**config.mk**
```make
export PLATFORM = sky130hd
export DESIGN_NAME = insertion_sorter
export DESIGN_NICKNAME = d
export VERILOG_FILES = /design/src/hw/rtl/isort_pkg.sv /design/src/hw/rtl/isort_cell.sv /design/src/hw/rtl/insertion_sorter.sv
export SDC_FILE = /design/constraint.sdc
export NUM_CORES = 2
export LEC_CHECK = 0
export ABC_CLOCK_PERIOD_IN_PS = 4550
export BUFFER_PORTS_ARGS = -buffer_cell sky130_fd_sc_hd__buf_4
export CAP_MARGIN = 20
export CORE_MARGIN = 1.5
export CORE_UTILIZATION = 40
export DETAILED_ROUTE_END_ITERATION = 6
export PLACE_DENSITY = 0.64
export SLEW_MARGIN = 5
export SYNTH_ARGS = -nofsm -noshare
export SYNTH_HDL_FRONTEND = slang
export SYNTH_SLANG_ARGS = --single-unit
```
**constraint.sdc**
```tcl
create_clock -name clock -period 4.55 [get_ports clock]
set_input_delay 0.2275 -clock clock [delete_from_list [all_inputs] [get_ports clock]]
set_output_delay 0.2275 -clock clock [all_outputs]
set_load 0.02 [all_outputs]
```
**src/hw/rtl/isort_pkg.sv**
```systemverilog
// Shared types and constants for the insertion sorter.
// No dependencies.
package isort_pkg;

   localparam int KEY_WIDTH = 32;

   typedef struct packed {
      logic insert;   // place the broadcast key into the chain
      logic shift;    // move every key one cell towards cell 0
   } cell_ctl_type;

endpackage

```
**src/hw/rtl/isort_cell.sv**
```systemverilog
// One cell of the sorting chain: holds a single key and trades it with its neighbours.
// Depends on isort_pkg.
module isort_cell #(
   parameter int INDEX = 0,
   parameter int KW    = 32,
   parameter int CW    = 5
) (
   input  logic                      clock,
   input  isort_pkg::cell_ctl_type   ctl,
   input  logic [CW-1:0]             fill,
   input  logic [KW-1:0]             new_key,
   input  logic                      left_keep,
   input  logic [KW-1:0]             left_key,
   input  logic [KW-1:0]             right_key,
   output logic [KW-1:0]             key_ff,
   output logic                      keep
);

   logic [KW-1:0] key_in;
   logic          occupied;

   assign occupied = fill > CW'(INDEX);
   // Hold the stored key when the cell is occupied and its key is not greater than the new one.
   assign keep     = occupied && !(key_ff > new_key);

   always_comb begin
      key_in = key_ff;
      if (ctl.shift) begin
         key_in = right_key;
      end else if (ctl.insert && !keep) begin
         key_in = left_keep ? new_key : left_key;
      end
   end

   always_ff @(posedge clock) begin
      key_ff <= key_in;
   end

endmodule

```
**src/hw/rtl/insertion_sorter.sv**
```systemverilog
// Insertion sorter built from isort_pkg and a chain of CAPACITY isort_cell instances.
// Each key is inserted in the cycle it is accepted, or discarded and flagged as overflow
// when the list is full; busy stays low between keys. After a key flagged last, busy is
// high while the chain shifts one key a cycle into the result register until all held
// keys are out; the first result passes the state and result registers, then one per cycle follows.
// Synchronous reset empties the list and clears the overflow flag; the receiver cannot stall.
module insertion_sorter #(
   parameter int CAPACITY = 16,
   parameter int KEY_BITS = 32
) (
   input  logic                              clock,
   input  logic                              reset,
   input  logic                              start,
   output logic                              busy,
   input  logic [isort_pkg::KEY_WIDTH-1:0]   req_key,
   input  logic                              req_last,
   output logic                              rsp_valid,
   output logic [isort_pkg::KEY_WIDTH-1:0]   rsp_sorted_key,
   output logic                              rsp_final_res,
   output logic                              rsp_overflow
);

   localparam int KW = (KEY_BITS < isort_pkg::KEY_WIDTH) ? KEY_BITS : isort_pkg::KEY_WIDTH;
   localparam int CW = $clog2(CAPACITY + 1);

   typedef enum logic {ST_IDLE, ST_DRAIN} state_type;

   state_type                     state_ff, state_in;
   logic [CW-1:0]                 fill_ff, fill_in;
   logic                          dropped_ff, dropped_in;
   logic                          rsp_valid_ff, rsp_valid_in;
   logic [isort_pkg::KEY_WIDTH-1:0] rsp_key_ff, rsp_key_in;
   logic                          rsp_final_ff, rsp_final_in;
   logic                          rsp_overflow_ff, rsp_overflow_in;

   isort_pkg::cell_ctl_type       ctl;
   logic [KW-1:0]                 new_key;
   logic [KW-1:0]                 cell_key [CAPACITY];
   logic                          cell_keep [CAPACITY];
   logic                          accept;
   logic                          full;

   assign new_key = req_key[KW-1:0];
   assign accept  = start && (state_ff == ST_IDLE);
   assign full    = fill_ff == CW'(CAPACITY);

   assign ctl.insert = accept && !full;
   assign ctl.shift  = state_ff == ST_DRAIN;

   for (genvar i = 0; i < CAPACITY; i++) begin : g_cell
      logic          left_keep;
      logic [KW-1:0] left_key;
      logic [KW-1:0] right_key;

      if (i == 0) begin : g_head
         assign left_keep = 1'b1;
         assign left_key  = new_key;
      end else begin : g_body
         assign left_keep = cell_keep[i-1];
         assign left_key  = cell_key[i-1];
      end

      if (i == CAPACITY - 1) begin : g_tail
         assign right_key = '0;
      end else begin : g_inner
         assign right_key = cell_key[i+1];
      end

      isort_cell #(
         .INDEX (i),
         .KW    (KW),
         .CW    (CW)
      ) u_cell (
         .clock     (clock),
         .ctl       (ctl),
         .fill      (fill_ff),
         .new_key   (new_key),
         .left_keep (left_keep),
         .left_key  (left_key),
         .right_key (right_key),
         .key_ff    (cell_key[i]),
         .keep      (cell_keep[i])
      );
   end

   always_comb begin
      state_in        = state_ff;
      fill_in         = fill_ff;
      dropped_in      = dropped_ff;
      rsp_valid_in    = 1'b0;
      rsp_key_in      = rsp_key_ff;
      rsp_final_in    = 1'b0;
      rsp_overflow_in = 1'b0;
      case (state_ff)
         ST_IDLE: begin
            if (accept) begin
               if (full) begin
                  dropped_in = 1'b1;
               end else begin
                  fill_in = fill_ff + CW'(1);
               end
               if (req_last) begin
                  state_in = ST_DRAIN;
               end
            end
         end
         ST_DRAIN: begin
            // Emit cell 0 and advance the chain by one.
            rsp_valid_in    = 1'b1;
            rsp_key_in      = isort_pkg::KEY_WIDTH'(cell_key[0]);
            rsp_final_in    = fill_ff == CW'(1);
            rsp_overflow_in = dropped_ff;
            fill_in         = fill_ff - CW'(1);
            if (fill_ff == CW'(1)) begin
               state_in   = ST_IDLE;
               dropped_in = 1'b0;
            end
         end
         default: begin
            state_in = ST_IDLE;
         end
      endcase
   end

   always_ff @(posedge clock) begin
      if (reset) begin
         state_ff        <= ST_IDLE;
         fill_ff         <= '0;
         dropped_ff      <= 1'b0;
         rsp_valid_ff    <= 1'b0;
         rsp_final_ff    <= 1'b0;
         rsp_overflow_ff <= 1'b0;
      end else begin
         state_ff        <= state_in;
         fill_ff         <= fill_in;
         dropped_ff      <= dropped_in;
         rsp_valid_ff    <= rsp_valid_in;
         rsp_final_ff    <= rsp_final_in;
         rsp_overflow_ff <= rsp_overflow_in;
      end
      rsp_key_ff <= rsp_key_in;
   end

   assign busy           = state_ff == ST_DRAIN;
   assign rsp_valid      = rsp_valid_ff;
   assign rsp_sorted_key = rsp_key_ff;
   assign rsp_final_res  = rsp_final_ff;
   assign rsp_overflow   = rsp_overflow_ff;

   a_drain_nonempty: assert property (@(posedge clock) disable iff (reset)
      (state_ff == ST_DRAIN) |-> (fill_ff != '0))
      else $error("drain with empty list");

   a_fill_bound: assert property (@(posedge clock) disable iff (reset)
      fill_ff <= CW'(CAPACITY))
      else $error("fill count beyond capacity");

   a_last_starts_drain: assert property (@(posedge clock) disable iff (reset)
      (accept && req_last) |=> (busy && !rsp_valid))
      else $error("last transaction did not start the drain");

   a_final_ends_set: assert property (@(posedge clock) disable iff (reset)
      (rsp_valid && rsp_final_res) |-> (!busy && fill_ff == '0 && !dropped_ff))
      else $error("final result while list not emptied");

endmodule
```
# Word level (Yosys, flattened, before mapping)
# Index checks and enable logic that the tools add are counted.
# totals
reg_bits	554
in_bits	36
output_inout_bits	36
elab_cells	206
# op_classes
addsub	2
order_cmp	32
eq_ne	6
n_mux	57
n_bitwise	1
reduce_logical	85
# op_table
cell	count
2-to-1 mux 32 bit	45
greater-than comparator 32 bit	16
greater-than comparator 5 x 4 -> 1 bit, second input constant	8
logical AND 1 bit	34
logical NOT 1 bit	33
nonzero test 2 bit	15
greater-than comparator 5 x 3 -> 1 bit, second input constant	4
greater-than comparator 5 x 1 -> 1 bit, second input constant	2
greater-than comparator 5 x 2 -> 1 bit, second input constant	2
2-to-1 mux 5 bit	2
one-hot mux 5 bit (2 select lines)	1
2-to-1 mux 1 bit	7
!= test 2 bit, second input constant	3
adder 5 x 1 -> 5 bit, second input constant	1
equality test 5 x 1 -> 1 bit, second input constant	1
equality test 5 bit, second input constant	1
subtractor 5 x 1 -> 5 bit, second input constant	1
one-hot mux 1 bit (2 select lines)	2
AND reduction 3 bit	1
!= test 2 x 1 -> 1 bit, second input constant	1
AND reduction 2 bit	1
OR reduction 2 bit	1
inverter 1 bit	1

# Depth between registers and ports, before layout
# depth
ltp_word	7
depth_mapped	11
mapped_depth_nobuf	9

# Cells and area by module
# From an unflattened synthesis, not the netlist that was laid out.
# hier_totals
cells_unflattened	4218
area_unflattened_um2	41322.1
# by_module_without_submodules
mod	n_inst	cells_each	area_each_um2	seq_area_each_um2
isort_cell at g_cell[14].u_cell ...	2	258	2497.4	960.9
isort_cell at g_cell[13].u_cell ...	2	258	2494.9	960.9
isort_cell at g_cell[10].u_cell ...	2	259	2483.6	960.9
isort_cell at g_cell[8].u_cell ...	2	259	2482.4	960.9
isort_cell at g_cell[3].u_cell	1	259	2516.2	960.9
isort_cell at g_cell[2].u_cell	1	258	2498.6	960.9
isort_cell at g_cell[5].u_cell	1	258	2496.1	960.9
isort_cell at g_cell[15].u_cell	1	255	2494.9	960.9
isort_cell at g_cell[11].u_cell	1	258	2493.6	960.9
isort_cell at g_cell[0].u_cell	1	259	2491.1	960.9
isort_cell at g_cell[4].u_cell	1	260	2483.6	960.9
isort_cell at g_cell[7].u_cell	1	258	2457.4	960.9
insertion_sorter	1	85	1473.9	1161.1

# Worst setup path before layout
# Ideal clock, no wire load.
# synth_timing
kind	in2reg
startpoint	in req_key[14] (netlist bit)
endpoint	reg g_cell[5].u_cell.key_ff[0], enable pin
setup_time_ns	0.466
t_arrival_ns	4.357
t_required_ns	4.084
setup_slack_ns	-0.273
cell_stages	9
n_path_buf	1
path_cell_list	inv_1 > ha_1 > nand4_1 > or4_1 > a21oi_1 > o41a_1 > o21ai_2 > buf_4 > o21ai_0
# synth_between
elab_chain_cells	6
# synth_rtl
element	line_no	text
start: declaration	insertion_sorter.sv:15	input logic [isort_pkg::KEY_WIDTH-1:0] req_key,
greater-than comparator 32 bit	isort_cell.sv:24	assign keep = occupied && !(key_ff > new_key);
logical NOT 1 bit	isort_cell.sv:24	
logical AND 1 bit	isort_cell.sv:24	
logical NOT 1 bit	isort_cell.sv:30	end else if (ctl.insert && !keep) begin
logical AND 1 bit	isort_cell.sv:30	
nonzero test 2 bit (no source line)	n/a	
end signal: assignment	isort_cell.sv:36	key_ff <= key_in;
end: declaration	isort_cell.sv:15	output logic [KW-1:0] key_ff,
# Every way passes these cells.
# A chain may end at the register's enable or synchronous reset.

# Worst setup path in the final report
# layout_timing
startpoint	in req_key[9] (netlist bit)
endpoint	reg g_cell[4].u_cell.key_ff[17] (data pin)
# layout_between
elab_chain_cells	6
# layout_rtl
element	line_no	text
greater-than comparator 32 bit	isort_cell.sv:24	
logical NOT 1 bit	isort_cell.sv:24	
logical AND 1 bit	isort_cell.sv:24	
2-to-1 mux 32 bit	isort_cell.sv:31	key_in = left_keep ? new_key : left_key;
2-to-1 mux 32 bit	isort_cell.sv:30	
2-to-1 mux 32 bit	isort_cell.sv:28	if (ctl.shift) begin
named net g_cell[4].u_cell.key_in[17]	isort_cell.sv:19	logic [KW-1:0] key_in;
end signal: assignment	isort_cell.sv:36	
end: declaration	isort_cell.sv:15	
# The timed path passes the listed nets, and every way through them passes these cells. The select of a mux whose other input is x is not followed.

==> out/results.ini <==
[synth]
synth_seq_cells = 554
ys_seq_area_frac = 0.416
synth_edf_count = 512
yosysMostFrequentCell = ha_1
syn_nets = 4258
synth-main-ff-cell = edfxtp_1
async_reset_ff_frac = 0
yosys-top-cells-area = edfxtp_1 39%, ha_1 17%, mux2i_1 7.6%
syn_inst = 3705
synth_cell_types = 79
synth_top_area_frac = 0.395
synth_top_area_cell = edfxtp_1
synth.avg_cell_area_um2 = 10.5
synth_area_mm2 = 0.0390
yosysWarnings = 0
synth_common_cells = 517 x ha_1, 512 x edfxtp_1, 446 x a21oi_1, 294 x mux2i_1, 290 x nand2_1

[critical_path]
critPathKind = input port to flip-flop
crit_path_start_kind = input port
rr_startpoint = fill_ff[1]
endpoint = g_cell[4].u_cell.key_ff[17]
crit_path_max_incr_delay_ns = 0.54
end_kind = flip-flop
critPathTopFamily = buffers and inverters
path_max_fanout = 20
crit_buf_inv = 6
required_ns = 4.92
crit_start = req_key[9]
crit_cells = 14
crit_slowest_cell = dlygate4sd3_1
rrSetupSlack_ns = 0.83
arrival_ns = 4.32
r2r_end = g_cell[14].u_cell.key_ff[7]
reg2regPathDepth = 10
cp_common_cell = buf_4
cp_cell_sequence = dlygate4sd3_1 > buf_4 > inv_1 > buf_4 > ha_1 > nand4_1 > nor4_1 > buf_4 > nand3_1 > a22oi_1 > o211a_2 > buf_4 > mux2i_1 > a21oi_1

[layout]
drive_gt1_frac = 0.117
regArea_mm2 = 0.0162
multi_input_area_mm2 = 0.0215
synthToLayoutAreaGrowth_pct = 12.1
nFillCells = 9000
fin_nets = 4323

[min_path]
min_path_type = input port to flip-flop

[floorplan]
die_x_um = 315
start_util = 0.403
dieArea_mm2 = 0.0993
core_area_mm2 = 0.0966
die_h_um = 315
pin_count = 72
rows = 114

[global_route]
track_usage = 0.249
overflow = 0
grt_start_max_net_pins = 202
grt_pass1_vias = 29273
antenna_found_initial = 3
grt_pass1_wl_mm = 187

[sta]
max_clock_freq_mhz = 253
period_share = 0.868
rsz0062_at_grt = no
finClkSkew_ns = 0.0255
hold_viol = 0
slew_viol_final = 0
fin_crit_ns = 3.95
tightest_slew_ns = 1.11
finalSetupTns_ns = 0
fin_ws_ns = 0.601
relSlewSlack = 0.259
setup_viol = 0

[pwr]
p_switching_mw = 9.46
intPower_mw = 15.2
power_density_mw_per_mm2 = 565
switching_share = 0.383
leakage_nw = 17.5
ir_drop_mv = 0.299
p_seq_frac = 0.406
pwr-share-clk = 0.208
p_comb_frac = 0.386

[detailed_routing]
drc = 0
vias_per_cell = 6.15
drtIter0Drc = 3937
drt_pre_antenna_iters = 7
postRouteAntennaNets = 0
wirelength_mm = 126
num_vias = 31356
routedWlPerCell_um = 24.8

[place]
place_congestion = 0.922
place_hpwl_mm = 93.6
place_ws_ns = 0.490
portBuffers = 71

[clock_tree]
path_clk_slew_ns = 0.06
cts-root-buf = clkbuf_16
clk_latency_ns = 0.67
cts.sinks = 554
clock_path_buffers = 3
cts_made_buffers = 61
htreeDepth = 2
cts_tree = built

[run_status]
outcome = completed

[job]
cap_violations = 0

## worst reg2reg max path, delay by kind of cell, from the launching register on
| kind | cells | cell delay [ns] |
|---|---|---|
| AO/OA/AOI/OAI | 6 | 1.79 |
| adder cells (fa/ha/maj) | 1 | 0.28 |
| buffers and inverters | 2 | 0.54 |
| flip-flops | 1 | 0.52 |
| multiplexers | 1 | 0.33 |
## cell type report
class                           count  area share
Antenna cell                        3    0.000172
Clock buffer                       83      0.0399
Clock inverter                     32     0.00631
Inverter                           81     0.00714
Multi-Input combinational cell   2839       0.492
Sequential cell                   554       0.372
Tap cell                         1276      0.0366
Timing Repair Buffer              233      0.0467
## how the worst min path moves through the flow
stage | startpoint | end | slack, ns | cells past startpoint
6_report | req_key[31] | g_cell[15].u_cell.key_ff[31] | 0.05 | 4
5_1_grt | req_key[31] | g_cell[15].u_cell.key_ff[31] | 0.05 | 4
4_1_cts | req_key[23] | g_cell[15].u_cell.key_ff[23] | 0.02 | 4
3_5_place_dp | g_cell[0].u_cell.key_ff[0] | rsp_sorted_key[0] | 0.49 | 0
3_3_place_gp | reset | busy | 0.49 | 2
2_1_floorplan | req_last | busy | 0.39 | 2
## layer usage
layer	wire length, um	up-vias	track usage
met5	0	-	0
met4	5980	0	0.109
met3	10600	270	0.0316
met2	54700	1475	0.375
met1	54900	15136	0.356
li1	-	14475	-
## registers in the layout, summed over array words and instances, names as in the netlist
| name | cells |
|---|---|
| rsp_final_res | 1 |
| rsp_valid | 1 |
| fill_ff | 5 |
| dropped_ff | 1 |
| rsp_sorted_key | 32 |
| g_cell.u_cell.key_ff | 512 |
| rsp_overflow | 1 |
| busy | 1 |
## placed cells by master (no fill, tap or decap), types with 19 or more instances in the layout
master	synthesis	final
edfxtp_1	512	512
o21ai_0	72	68
a31oi_1	36	36
o221a_1	64	64
nor2b_1	19	19
nand4_1	103	103
o221a_2	32	32
nand2_1	290	290
buf_12	0	19
mux2i_1	294	294
a31o_2	31	31
a21boi_0	45	45
nor3_1	21	21
nand3_1	62	61
a21oi_1	446	445
o211ai_1	21	21
inv_1	81	80
clkbuf_16	0	62
nand2b_1	99	98
a22oi_1	43	43
ha_1	517	517
a2bb2oi_1	32	32
a21bo_2	26	26
nor2_1	255	255
clkinv_2	0	19
dfxtp_1	42	41
o21ai_1	71	68
o22a_1	32	32
buf_4	13	200
a21o_1	49	49
## stage by stage
step	cell area (um^2)	std cells	hold WS (ns)	util	total power, mW
2_1_floorplan	39000	3705	0.389	-	16.1
3_3_place_gp	41500	4969	0.488	0.429	19.1
3_5_place_dp	41500	4969	0.490	0.429	19.4
4_1_cts	43600	5097	0.0212	0.452	24.6
5_1_grt	43600	5101	0.0537	0.452	26.1
6_report	43600	5101	0.0486	0.452	24.7
## kinds of logic after synthesis
| family | count (synthesis) | synth area share |
|---|---|---|
| XOR/XNOR | 4 | 0.000900 |
| flip-flops | 554 | 0.416 |
| AO/OA/AOI/OAI | 1116 | 0.194 |
| buffers and inverters | 312 | 0.0365 |
| multiplexers | 298 | 0.0767 |
| adder cells (fa/ha/maj) | 517 | 0.166 |
| AND/OR/NAND/NOR | 904 | 0.110 |
## power by group through the flow
stage	Sequential, mW	Clock, mW	Combinational [mW]
after floorplan	9.19	0	6.93
after global placement	10.0	0	9.08
after detailed placement	10.0	0	9.39
after CTS	9.95	5.19	9.44
after global routing	10.2	5.36	10.5
final	10.0	5.12	9.54
## what timing repair did
action	4_1_cts	5_1_grt
setup endpoints to repair	0	0
resized for setup	0	0
endpoints found under the hold margin	20	0
hold buffers	13	0
buffers inserted	0	0
Note: power is estimated with default switching activity, not from simulation.
